===== src/csle_pkg.sv =====
package csle_pkg;

  localparam int MODE_W = 3;
  localparam int OUT_USER_W = 2;

  typedef enum logic [MODE_W-1:0] {
    MODE_START  = 3'd0,
    MODE_ADV    = 3'd1,
    MODE_INSERT = 3'd2,
    MODE_ATTACH = 3'd3,
    MODE_REMOVE = 3'd4,
    MODE_CLEAR  = 3'd5,
    MODE_QUERY  = 3'd6
  } mode_t;

  typedef enum logic [2:0] {
    S_IDLE = 3'b001,
    S_RD   = 3'b010,
    S_FIN  = 3'b100
  } st_t;

  typedef struct packed {
    logic rd_en;
    logic wr_en;
  } mem_ctl_t;

endpackage


===== src/csle_ctrl.sv =====
module csle_ctrl
  import csle_pkg::*;
#(
  parameter int CAPACITY = 256,
  parameter int DATA_WIDTH = 32,
  localparam int AW = $clog2(CAPACITY),
  localparam int PW = $clog2(CAPACITY + 1)
) (
  input  logic                  clk,
  input  logic                  rst_n,
  input  logic                  in_valid,
  output logic                  in_ready,
  input  logic [MODE_W-1:0]     in_mode,
  input  logic [DATA_WIDTH-1:0] in_value,
  input  logic                  out_free,
  output logic                  res_valid,
  output logic [DATA_WIDTH-1:0] res_value,
  output logic                  res_has,
  output logic [PW-1:0]         res_count,
  output logic                  res_error,
  output mem_ctl_t              link_ctl,
  output mem_ctl_t              data_ctl,
  output logic [AW-1:0]         rd_addr,
  output logic [AW-1:0]         link_wr_addr,
  output logic [PW-1:0]         link_wr_data,
  output logic [AW-1:0]         data_wr_addr,
  output logic [DATA_WIDTH-1:0] data_wr_data,
  input  logic [PW-1:0]         link_rd_data,
  input  logic [DATA_WIDTH-1:0] data_rd_data
);

  localparam logic [PW-1:0] NULL_IDX = PW'(CAPACITY);

  st_t                   st_r, st_nxt;
  logic [MODE_W-1:0]     mode_r;
  logic [DATA_WIDTH-1:0] value_r;
  logic [PW-1:0]         head_r, head_nxt;
  logic [PW-1:0]         tail_r, tail_nxt;
  logic [PW-1:0]         cur_r, cur_nxt;
  logic [PW-1:0]         prev_r, prev_nxt;
  logic [PW-1:0]         cnt_r, cnt_nxt;
  logic [PW-1:0]         fhead_r, fhead_nxt;
  logic [PW-1:0]         fresh_r, fresh_nxt;
  logic [DATA_WIDTH-1:0] cdata_r, cdata_nxt;
  logic [PW-1:0]         clink_r, clink_nxt;

  logic          have, full, head_case, tail_case, use_free, finish, accept, err;
  logic [PW-1:0] new_idx, rd_ptr, lw_ptr;

  assign have      = cur_r != NULL_IDX;
  assign full      = cnt_r == NULL_IDX;
  assign head_case = !have || cur_r == head_r;
  assign tail_case = !have || cur_r == tail_r;
  assign use_free  = fhead_r != NULL_IDX;
  assign new_idx   = use_free ? fhead_r : fresh_r;

  assign finish   = st_r == S_FIN && out_free;
  assign in_ready = st_r == S_IDLE || finish;
  assign accept   = in_valid && in_ready;

  always_comb begin
    st_nxt = st_r;
    unique case (st_r)
      S_IDLE: if (accept) st_nxt = S_RD;
      S_RD:   st_nxt = S_FIN;
      S_FIN: begin
        if (accept) begin
          st_nxt = S_RD;
        end else if (finish) begin
          st_nxt = S_IDLE;
        end
      end
      default: st_nxt = S_IDLE;
    endcase
  end

  // read: node that becomes current, or the free-list top being popped
  always_comb begin
    unique case (mode_r) inside
      MODE_START:                rd_ptr = head_r;
      MODE_ADV, MODE_REMOVE:     rd_ptr = clink_r;
      MODE_INSERT, MODE_ATTACH:  rd_ptr = fhead_r;
      default:                   rd_ptr = NULL_IDX;
    endcase
  end

  assign data_ctl = '{rd_en: link_ctl.rd_en,
                      wr_en: st_r == S_RD && !full &&
                             (mode_r == MODE_INSERT || mode_r == MODE_ATTACH)};
  assign rd_addr  = rd_ptr[AW-1:0];

  // link writes: neighbor link in the read cycle, own link in the finish cycle
  always_comb begin
    link_ctl.rd_en = st_r == S_RD && rd_ptr != NULL_IDX;
    link_ctl.wr_en = 1'b0;
    lw_ptr         = NULL_IDX;
    link_wr_data   = NULL_IDX;
    if (st_r == S_RD) begin
      unique case (mode_r)
        MODE_INSERT: begin
          link_ctl.wr_en = !full && !head_case;
          lw_ptr         = prev_r;
          link_wr_data   = new_idx;
        end
        MODE_ATTACH: begin
          link_ctl.wr_en = !full && (!tail_case || cnt_r != '0);
          lw_ptr         = tail_case ? tail_r : cur_r;
          link_wr_data   = new_idx;
        end
        MODE_REMOVE: begin
          link_ctl.wr_en = have && cur_r != head_r;
          lw_ptr         = prev_r;
          link_wr_data   = clink_r;
        end
        default: ;
      endcase
    end else if (finish) begin
      unique case (mode_r)
        MODE_INSERT: begin
          link_ctl.wr_en = !full;
          lw_ptr         = new_idx;
          link_wr_data   = head_case ? head_r : cur_r;
        end
        MODE_ATTACH: begin
          link_ctl.wr_en = !full;
          lw_ptr         = new_idx;
          link_wr_data   = tail_case ? NULL_IDX : clink_r;
        end
        MODE_REMOVE: begin
          link_ctl.wr_en = have;
          lw_ptr         = cur_r;
          link_wr_data   = fhead_r;
        end
        default: ;
      endcase
    end
  end

  assign link_wr_addr   = lw_ptr[AW-1:0];
  assign data_wr_addr   = new_idx[AW-1:0];
  assign data_wr_data   = value_r;

  always_comb begin
    head_nxt  = head_r;
    tail_nxt  = tail_r;
    cur_nxt   = cur_r;
    prev_nxt  = prev_r;
    cnt_nxt   = cnt_r;
    fhead_nxt = fhead_r;
    fresh_nxt = fresh_r;
    cdata_nxt = cdata_r;
    clink_nxt = clink_r;
    err       = 1'b0;
    unique case (mode_r) inside
      MODE_START: begin
        cur_nxt   = head_r;
        prev_nxt  = NULL_IDX;
        cdata_nxt = data_rd_data;
        clink_nxt = link_rd_data;
      end
      MODE_ADV: begin
        if (!have) begin
          err = 1'b1;
        end else if (clink_r == NULL_IDX) begin
          cur_nxt  = NULL_IDX;
          prev_nxt = NULL_IDX;
        end else begin
          prev_nxt  = cur_r;
          cur_nxt   = clink_r;
          cdata_nxt = data_rd_data;
          clink_nxt = link_rd_data;
        end
      end
      MODE_INSERT, MODE_ATTACH: begin
        if (full) begin
          err = 1'b1;
        end else begin
          if (use_free) begin
            fhead_nxt = link_rd_data;
          end else begin
            fresh_nxt = fresh_r + 1'b1;
          end
          cnt_nxt   = cnt_r + 1'b1;
          cur_nxt   = new_idx;
          cdata_nxt = value_r;
          if (mode_r == MODE_INSERT) begin
            if (head_case) begin
              head_nxt  = new_idx;
              prev_nxt  = NULL_IDX;
              clink_nxt = head_r;
              if (cnt_r == '0) begin
                tail_nxt = new_idx;
              end
            end else begin
              clink_nxt = cur_r;
            end
          end else begin
            if (tail_case) begin
              if (cnt_r == '0) begin
                head_nxt = new_idx;
              end
              prev_nxt  = tail_r;
              tail_nxt  = new_idx;
              clink_nxt = NULL_IDX;
            end else begin
              prev_nxt  = cur_r;
              clink_nxt = clink_r;
            end
          end
        end
      end
      MODE_REMOVE: begin
        if (!have) begin
          err = 1'b1;
        end else begin
          cnt_nxt   = cnt_r - 1'b1;
          fhead_nxt = cur_r;
          if (cur_r == tail_r) begin
            tail_nxt = prev_r;
          end
          if (cur_r == head_r) begin
            head_nxt = clink_r;
          end
          if (clink_r == NULL_IDX) begin
            cur_nxt  = NULL_IDX;
            prev_nxt = NULL_IDX;
          end else begin
            cur_nxt   = clink_r;
            cdata_nxt = data_rd_data;
            clink_nxt = link_rd_data;
          end
        end
      end
      MODE_CLEAR: begin
        head_nxt  = NULL_IDX;
        tail_nxt  = NULL_IDX;
        cur_nxt   = NULL_IDX;
        prev_nxt  = NULL_IDX;
        cnt_nxt   = '0;
        fhead_nxt = NULL_IDX;
        fresh_nxt = '0;
      end
      default: ;
    endcase
  end

  assign res_valid = finish;
  assign res_has   = cur_nxt != NULL_IDX;
  assign res_value = res_has ? cdata_nxt : '0;
  assign res_count = cnt_nxt;
  assign res_error = err;

  always_ff @(posedge clk) begin
    if (!rst_n) begin
      st_r    <= S_IDLE;
      head_r  <= NULL_IDX;
      tail_r  <= NULL_IDX;
      cur_r   <= NULL_IDX;
      prev_r  <= NULL_IDX;
      cnt_r   <= '0;
      fhead_r <= NULL_IDX;
      fresh_r <= '0;
    end else begin
      st_r <= st_nxt;
      if (finish) begin
        head_r  <= head_nxt;
        tail_r  <= tail_nxt;
        cur_r   <= cur_nxt;
        prev_r  <= prev_nxt;
        cnt_r   <= cnt_nxt;
        fhead_r <= fhead_nxt;
        fresh_r <= fresh_nxt;
      end
    end
  end

  always_ff @(posedge clk) begin
    if (accept) begin
      mode_r  <= in_mode;
      value_r <= in_value;
    end
    if (finish) begin
      cdata_r <= cdata_nxt;
      clink_r <= clink_nxt;
    end
  end

endmodule


===== config.mk =====
export PLATFORM = sky130hd
export DESIGN_NAME = csle_ctrl
export DESIGN_NICKNAME = d
export VERILOG_FILES = /design/src/csle_pkg.sv /design/src/csle_ctrl.sv
export SDC_FILE = /design/constraint.sdc
export NUM_CORES = 1
export LEC_CHECK = 0
export ABC_AREA = 1
export BUFFER_PORTS_ARGS = -buffer_cell sky130_fd_sc_hd__buf_2
export CAP_MARGIN = 20
export CELL_PAD_IN_SITES_DETAIL_PLACEMENT = 0
export CELL_PAD_IN_SITES_GLOBAL_PLACEMENT = 1
export CORE_MARGIN = 2
export CORE_UTILIZATION = 39
export CTS_CLUSTER_SIZE = 16
export DETAILED_ROUTE_END_ITERATION = 12
export PLACE_DENSITY = 0.88
export SLEW_MARGIN = 20
export SYNTH_ARGS = -nofsm -noshare
export SYNTH_HDL_FRONTEND = slang
export SYNTH_SLANG_ARGS = --single-unit

===== constraint.sdc =====
create_clock -name clk -period 3.5 [get_ports clk]
set_clock_uncertainty 0.15 [all_clocks]
set_input_delay 0.175 -clock clk [delete_from_list [all_inputs] [get_ports clk]]
set_output_delay 0.175 -clock clk [all_outputs]
set_load 0.005 [all_outputs]

---- After elaboration in Yosys (flattened, before gate mapping) ----
Cells that the tools add are included.
Widths: inputs -> output; s select.
storage, ports and cells
  word-level logic and storage cells ...... 154
  output and inout port bits .............. 114
  memory bits (read-only) ................. 0
  memories ................................ 0
  register bits ........................... 142
  bits in latches ......................... 0
  RAM bits ................................ 0
cells by class
  div/mod/pow operators ................... 0
  reductions and logical operators ........ 35
  muxes and demuxes ....................... 71
  shift operators ......................... 0
  add/sub/neg operators ................... 3
  equality and inequality tests ........... 33
  multipliers ............................. 0
  order comparisons ....................... 0
  bitwise logic cells ..................... 0
operators with widths
  operator             number
  $mux 9               40
  $pmux 9 s3           7
  $mux 32              4
  $pmux 32 s3          1
  $pmux 9 s4           2
  $ne 9x9->1 const B   4
  $pmux 9 s2           2
  $pmux 8 s2           2
  $add 9x1->9 const B  2
  $eq 9x9->1           2
  $eq 9x9->1 const B   2
  $mux 8               2
  $reduce_and 8->1     2
  $ne 2x2->1 const B   6
  $ne 2x1->1 const B   5
  $reduce_and 5->1     2
  $eq 3x2->1 const B   3
  $eq 3x3->1 const B   3
  $logic_not 9->1      1
  $mux 3               3
  $ne 9x9->1           1
  $pmux 3 s3           1
  $reduce_bool 9->1    1
  $sub 9x1->9 const B  1
  other kinds (18)     43

---- Depth between registers and ports, before layout ----
  depth after elaboration ................. 8
  depth in mapped cells ................... 17
  depth with buffers taken out ............ 14

---- Least setup slack after synthesis ----
OpenSTA, ideal clock, no wires.
  path type ............................... register to register
  start ................................... register st_r[0]
  end ..................................... register cdata_r[0] (enable)
  required time ........................... 2.939 ns
  clock period less this slack ............ 2.740 ns
  buffers on the path ..................... 2
  slack ................................... 0.760 ns
  arrival ................................. 2.180 ns
  cell stages (with the launch flop) ...... 6
  cells stage by stage .................... dfxtp_1 nor3_2 nand2_1 inv_2 clkbuf_1 clkbuf_1
on the way
  cells in the longest elaborated chain, start to end .. 2
RTL lines
  item                    RTL line          RTL
  from (decl)             csle_ctrl.sv:34   st_t st_r, st_nxt;
  from (signal assigned)  csle_ctrl.sv:264  st_r <= st_nxt;
  $eq 3x3->1              csle_ctrl.sv:57   assign finish = st_r == S_FIN && out_free;
  $logic_and 1x1->1       csle_ctrl.sv:57
  via res_valid           csle_ctrl.sv:16   output logic res_valid,
  to (signal assigned)    csle_ctrl.sv:283  cdata_r <= cdata_nxt;
  to (decl)               csle_ctrl.sv:44   logic [DATA_WIDTH-1:0] cdata_r, cdata_nxt;
The timed path passes the listed nets, and every way through them passes these cells.
A chain may end at the register's enable or synchronous reset.

---- Final worst setup path ----
  start ................................... register mode_r[2]
  end ..................................... output res_value[12]
on the way
  cells in the longest elaborated chain, start to end .. 5
  elaborated cells between the ends (all ways) .. 12
  those cells by class .................... 6 x eq/ne; 3 x mux; 3 x reduce/logical
RTL lines
  item                                                       RTL line          RTL
  from (decl)                                                csle_ctrl.sv:35   logic [MODE_W-1:0] mode_r;
  from (signal assigned)                                     csle_ctrl.sv:279  mode_r <= in_mode;
  $eq 3x1->1 (no source line), or another cell as far along  --
  $reduce_or 2->1 (no source line)                           --
  $pmux 9 s4                                                 csle_ctrl.sv:154  unique case (mode_r) inside
  $ne 9x9->1                                                 csle_ctrl.sv:248  assign res_has = cur_nxt != NULL_IDX;
  $mux 32 (*)                                                csle_ctrl.sv:249  assign res_value = res_has ? cdata_nxt : '0;
  to (decl)                                                  csle_ctrl.sv:17   output logic [DATA_WIDTH-1:0] res_value,
Mark *: on every way between the ends. The rest lies on a longest branch, timed or not.

==> results <==
- The flow ran to the end, and the final reports show no timing, DRC or antenna violations.
- The number of antenna violations at the first check in global routing is 0.
- For this run, the register share of the synthesized area comes to 0.387.
- After clock tree synthesis, the clock-pin slew on the worst setup and hold paths is approximately 0.07 ns.
- The worst setup path is launched from a flop.
- The share of total power dissipated in combinational logic is 0.186.
- The type of the tightest min-delay check is primary input to flop.
- After synthesis the cells add up to 0.00931 mm^2.
- The die span in x is ~160 um.
- The critical-path cell with the highest stage delay is sky130_fd_sc_hd__edfxtp_1.
- The final routed wire length divided by cell count is 17.5 um.
- Sorting the synthesized cells by area gives the leading types as sky130_fd_sc_hd__edfxtp_1, sky130_fd_sc_hd__nand2_1, sky130_fd_sc_hd__dfxtp_1, sky130_fd_sc_hd__inv_1, sky130_fd_sc_hd__nor2_1.
- Counting every net in the synthesized netlist gives approximately 1500.
- The clock tree synthesis step divided the H-tree into 4 levels.
- The number of buffers on the longest clock path is 2.
- After detailed routing, the total wire length is between 30000 and 40000 um.
- The net switching fraction of the power is 0.310.
- The launching instance or port of the critical path is mode_r[2].
- The total number of vias is 10100.
- By count the netlist is led by sky130_fd_sc_hd__nand2_1, sky130_fd_sc_hd__inv_1, sky130_fd_sc_hd__nor2_1.
- For the pin with the worst max-slew slack, the measured transition is slightly above 0.8 ns.
- The total stage count of the critical path is 13.
- The floorplan row count is 56.
- The number of flops mapped to enable cells by yosys is 76.
- Yosys printed 0 warnings.
- In this run the clock root is driven by a sky130_fd_sc_hd__clkbuf_16.
- The vertical extent of the die is 158 um.
- In this design, the largest share of critical-path delay is due to simple AND/OR/NAND/NOR gates.
- IR analysis of the VDD net gives a maximum drop of 0.299 mV.
- The post-route antenna net violation count is 0.
- The max capacitance violation total is 0.
- The reg2reg setup slack is 0.54 ns.
- The number of endpoints with negative hold slack in the final report is 0.
- The largest stage delay on the critical path is about 0.5 ns.
- The critical path contains buffers and inverters numbering 3 combined.
- After detailed routing, the met3 layer carries between 3000 and 4000 um of wire.
- The number of synthesized register bits is about 140.
- The first-pass GRT wire length is about 50000 um.
- From synthesis to final layout, the design area changed by 27.4%.
- Traced cell by cell, the critical path runs through nor2_1 -> nand2_1 -> nand2_2 -> inv_4 -> o21ai_1 -> nand2_1 -> nand4_1 -> o21ai_0 -> nand3_2 -> nor2_8 -> buf_12 -> nor2_2 -> buf_2.
- The clock buffer count from CTS is 17.
- The max-slew headroom at the worst pin is 0.462.
- After detailed routing, the met2 layer carries around 15000 um of wire.
- The wire length on met1 is around 14000 um.
- The first detailed-routing pass took 5 iterations.
- The clock period could shrink to between 3 and 4 ns.
- After detailed routing, the number of remaining DRC violations is 0.
- In the final design database the tool counted roughly 1700 nets.
- The portion of total power attributed to sequential cells is 0.412.
- TritonCTS built the clock tree.
- The worst register-to-register path begins at mode_r[1].
- The insertion delay of the later-clocked pin in the worst-skew pair is approximately 0.44 ns.
- Counting stages on the worst path, the most repeated cell is sky130_fd_sc_hd__nand2_1.
- Setup repair after global routing left no endpoint under its margin.
- sky130_fd_sc_hd__nand2_1 is the most common cell in the netlist.
- The static leakage is between 5 and 6 nW.
- The HPWL reported at the end of detailed placement is roughly 25000 um.
- Hold timing on the final database bottoms out at a slack of 0.00211 ns.
- Of the post-synthesis cell area, the dominant cell type holds 0.245.
- In this run the worst path has a maximum fanout of 14.
- For the worst setup path, the data required time is approximately 3.2 ns.
- The top routing layer in use is met4.
- The largest total area in the synthesized netlist belongs to sky130_fd_sc_hd__edfxtp_1.
- Of all flip-flops after synthesis, the portion carrying an async set or reset was 0.
- ~190 I/O pins were placed.
- In the routed layout, each cell is associated on average with a via count of just over 5.
- For this run, the total global-route usage over all layers was measured as 0.268.
- The number of distinct library cells after synthesis is 53.
- The area enclosed by the die boundary is roughly 0.025 mm^2.
- Dividing the final minimum period by the clock period gives 0.927.
- The achievable clock frequency is 308 MHz.
- Each instance of the synthesized netlist takes up on average 6.80 um^2.
- For this design the total switching power over the nets is about 1.4 mW.
- The top flip-flop cell by instance count after synthesis is sky130_fd_sc_hd__edfxtp_1.
- The iteration-0 DRC count of the detailed router is 1014.
- The largest net degree at the start of global routing is a little over 70.
- In the synthesized netlist, the number of instances is roughly 1400.
- The reg-to-reg critical path endpoint is prev_r[8].
- The number of input and output port buffers inserted is around 190.
- The share of total power dissipated in the clock network is 0.403.
- 0 antenna diodes ended up in the layout.
- The CTS sink count is around 140.
- For this configuration, the core starts out at a cell density of 0.397.
- Dividing total power by cell area gives a power density of between 300 and 400 mW/mm^2.
- The share of post-route cells with drive strength above 1 is 0.205.
- The worst reg-to-reg path cell count is 10.
- Setup violations remaining at the end of the flow were counted as 0.
- STA puts the critical path data arrival time at between 2 and 3 ns.
- The leftover overflow at the end of global routing is 0.
- The number of pins with negative max-slew slack in the final report was 0.
- The internal power of the cells totals 3.08 mW.
- The accumulated negative setup slack is 0 ns.
- STA classifies the critical path endpoint as an output pin.
- The worst setup path is of the flop to output pin kind.
- The congestion estimate from routability-driven global placement came to approximately 1.
- The standard cell core area is about 0.023 mm^2.
- The timing endpoint of the critical path is res_value[12].
- The number of global-route vias before repair is approximately 9000.
## cells in the final DEF, fill, tap and decap left out, drive strengths merged, types with 6 or more instances in the layout
master         n
nand4         12
buf          220
a21oi         73
xnor2          6
nand3         83
dlygate4sd3   68
a22oi          7
nor2         222
a31oi          8
o211ai        17
clkinv        11
edfxtp        76
ha             7
dfxtp         66
inv          198
o221ai         8
nand2        396
nor3          18
o21ai         95
clkbuf        17
## flip-flops by register name, indices dropped and copies added, names as in the netlist
register      flops
head_r            9
st_r              3
tail_r            9
fresh_r           9
fhead_r           9
prev_r            9
cur_r             9
cnt_r             9
clink_r           9
data_wr_data     32
cdata_r          32
mode_r            3
## stage by stage
step	utilization	power [mW]	cells	cell area (um^2)	worst slack, ns
3_3_place_gp	0.449	2.61	1846	10500	0.589
3_5_place_dp	0.449	2.61	1846	10500	0.539
2_1_floorplan	-	2.33	1369	9310	0.760
5_1_grt	0.505	4.63	1949	11900	0.0139
6_report	0.505	4.46	1949	11900	0.256
4_1_cts	0.503	4.46	1946	11800	0.0667
## logic make-up after synthesis
group	Yosys count	synth area share
AO/OA/AOI/OAI	219	0.137
flip-flops	142	0.387
adder cells (fa/ha/maj)	7	0.00941
buffers and inverters	254	0.116
XOR/XNOR	10	0.00941
AND/OR/NAND/NOR	737	0.341
## layout make-up
cell class / count / area [um^2]
fillers: 2350 / 11600
repair buffers: 288 / 1900
inverters: 195 / 734
well taps: 319 / 399
multi-input cells: 973 / 4650
flip-flops and latches: 142 / 3600
clock buffers: 17 / 425
clock inverters: 15 / 145
## power by group through the flow
stage / clock [mW] / sequential, mW / combinational (mW)
after floorplan: 0 / 1.87 / 0.456
after global placement: 0 / 1.87 / 0.736
after detailed placement: 0 / 1.87 / 0.741
after CTS: 1.82 / 1.83 / 0.804
after global routing: 1.88 / 1.84 / 0.913
final: 1.80 / 1.84 / 0.827
## per-layer routing
metal	vias up	GRT usage
met5	-	0
met4	0	0.0961
met3	81	0.0539
met2	533	0.444
met1	4553	0.347
li1	4888	-
## how the worst min path moves through the flow
stage,start,to,cells after the start
finish,data_rd_data[7],cdata_r[7],5
global route,data_rd_data[11],cdata_r[11],5
CTS,data_rd_data[7],cdata_r[7],5
detailed placement,in_value[30],data_wr_data[30],1
global placement,in_value[13],data_wr_data[13],1
floorplan,in_value[0],data_wr_data[0],0
## worst register-to-register path: stages (launching register included)
cell	delay, ns
sky130_fd_sc_hd__edfxtp_1	0.48
sky130_fd_sc_hd__ha_1	0.38
sky130_fd_sc_hd__inv_1	0.17
sky130_fd_sc_hd__buf_4	0.42
sky130_fd_sc_hd__nor2_1	0.21
sky130_fd_sc_hd__nand2_1	0.12
sky130_fd_sc_hd__nand2_1	0.12
sky130_fd_sc_hd__inv_2	0.21
sky130_fd_sc_hd__nand2_2	0.26
sky130_fd_sc_hd__a21oi_1	0.21
sky130_fd_sc_hd__o21ai_0	0.10
## timing repair
action,in CTS,in global routing
hold buffers,68,0
gates resized for setup,0,1
setup endpoints to repair,0,28
endpoints found under the hold margin,76,0
setup buffers,0,3
No activity file was read; power rests on OpenSTA's default activity.
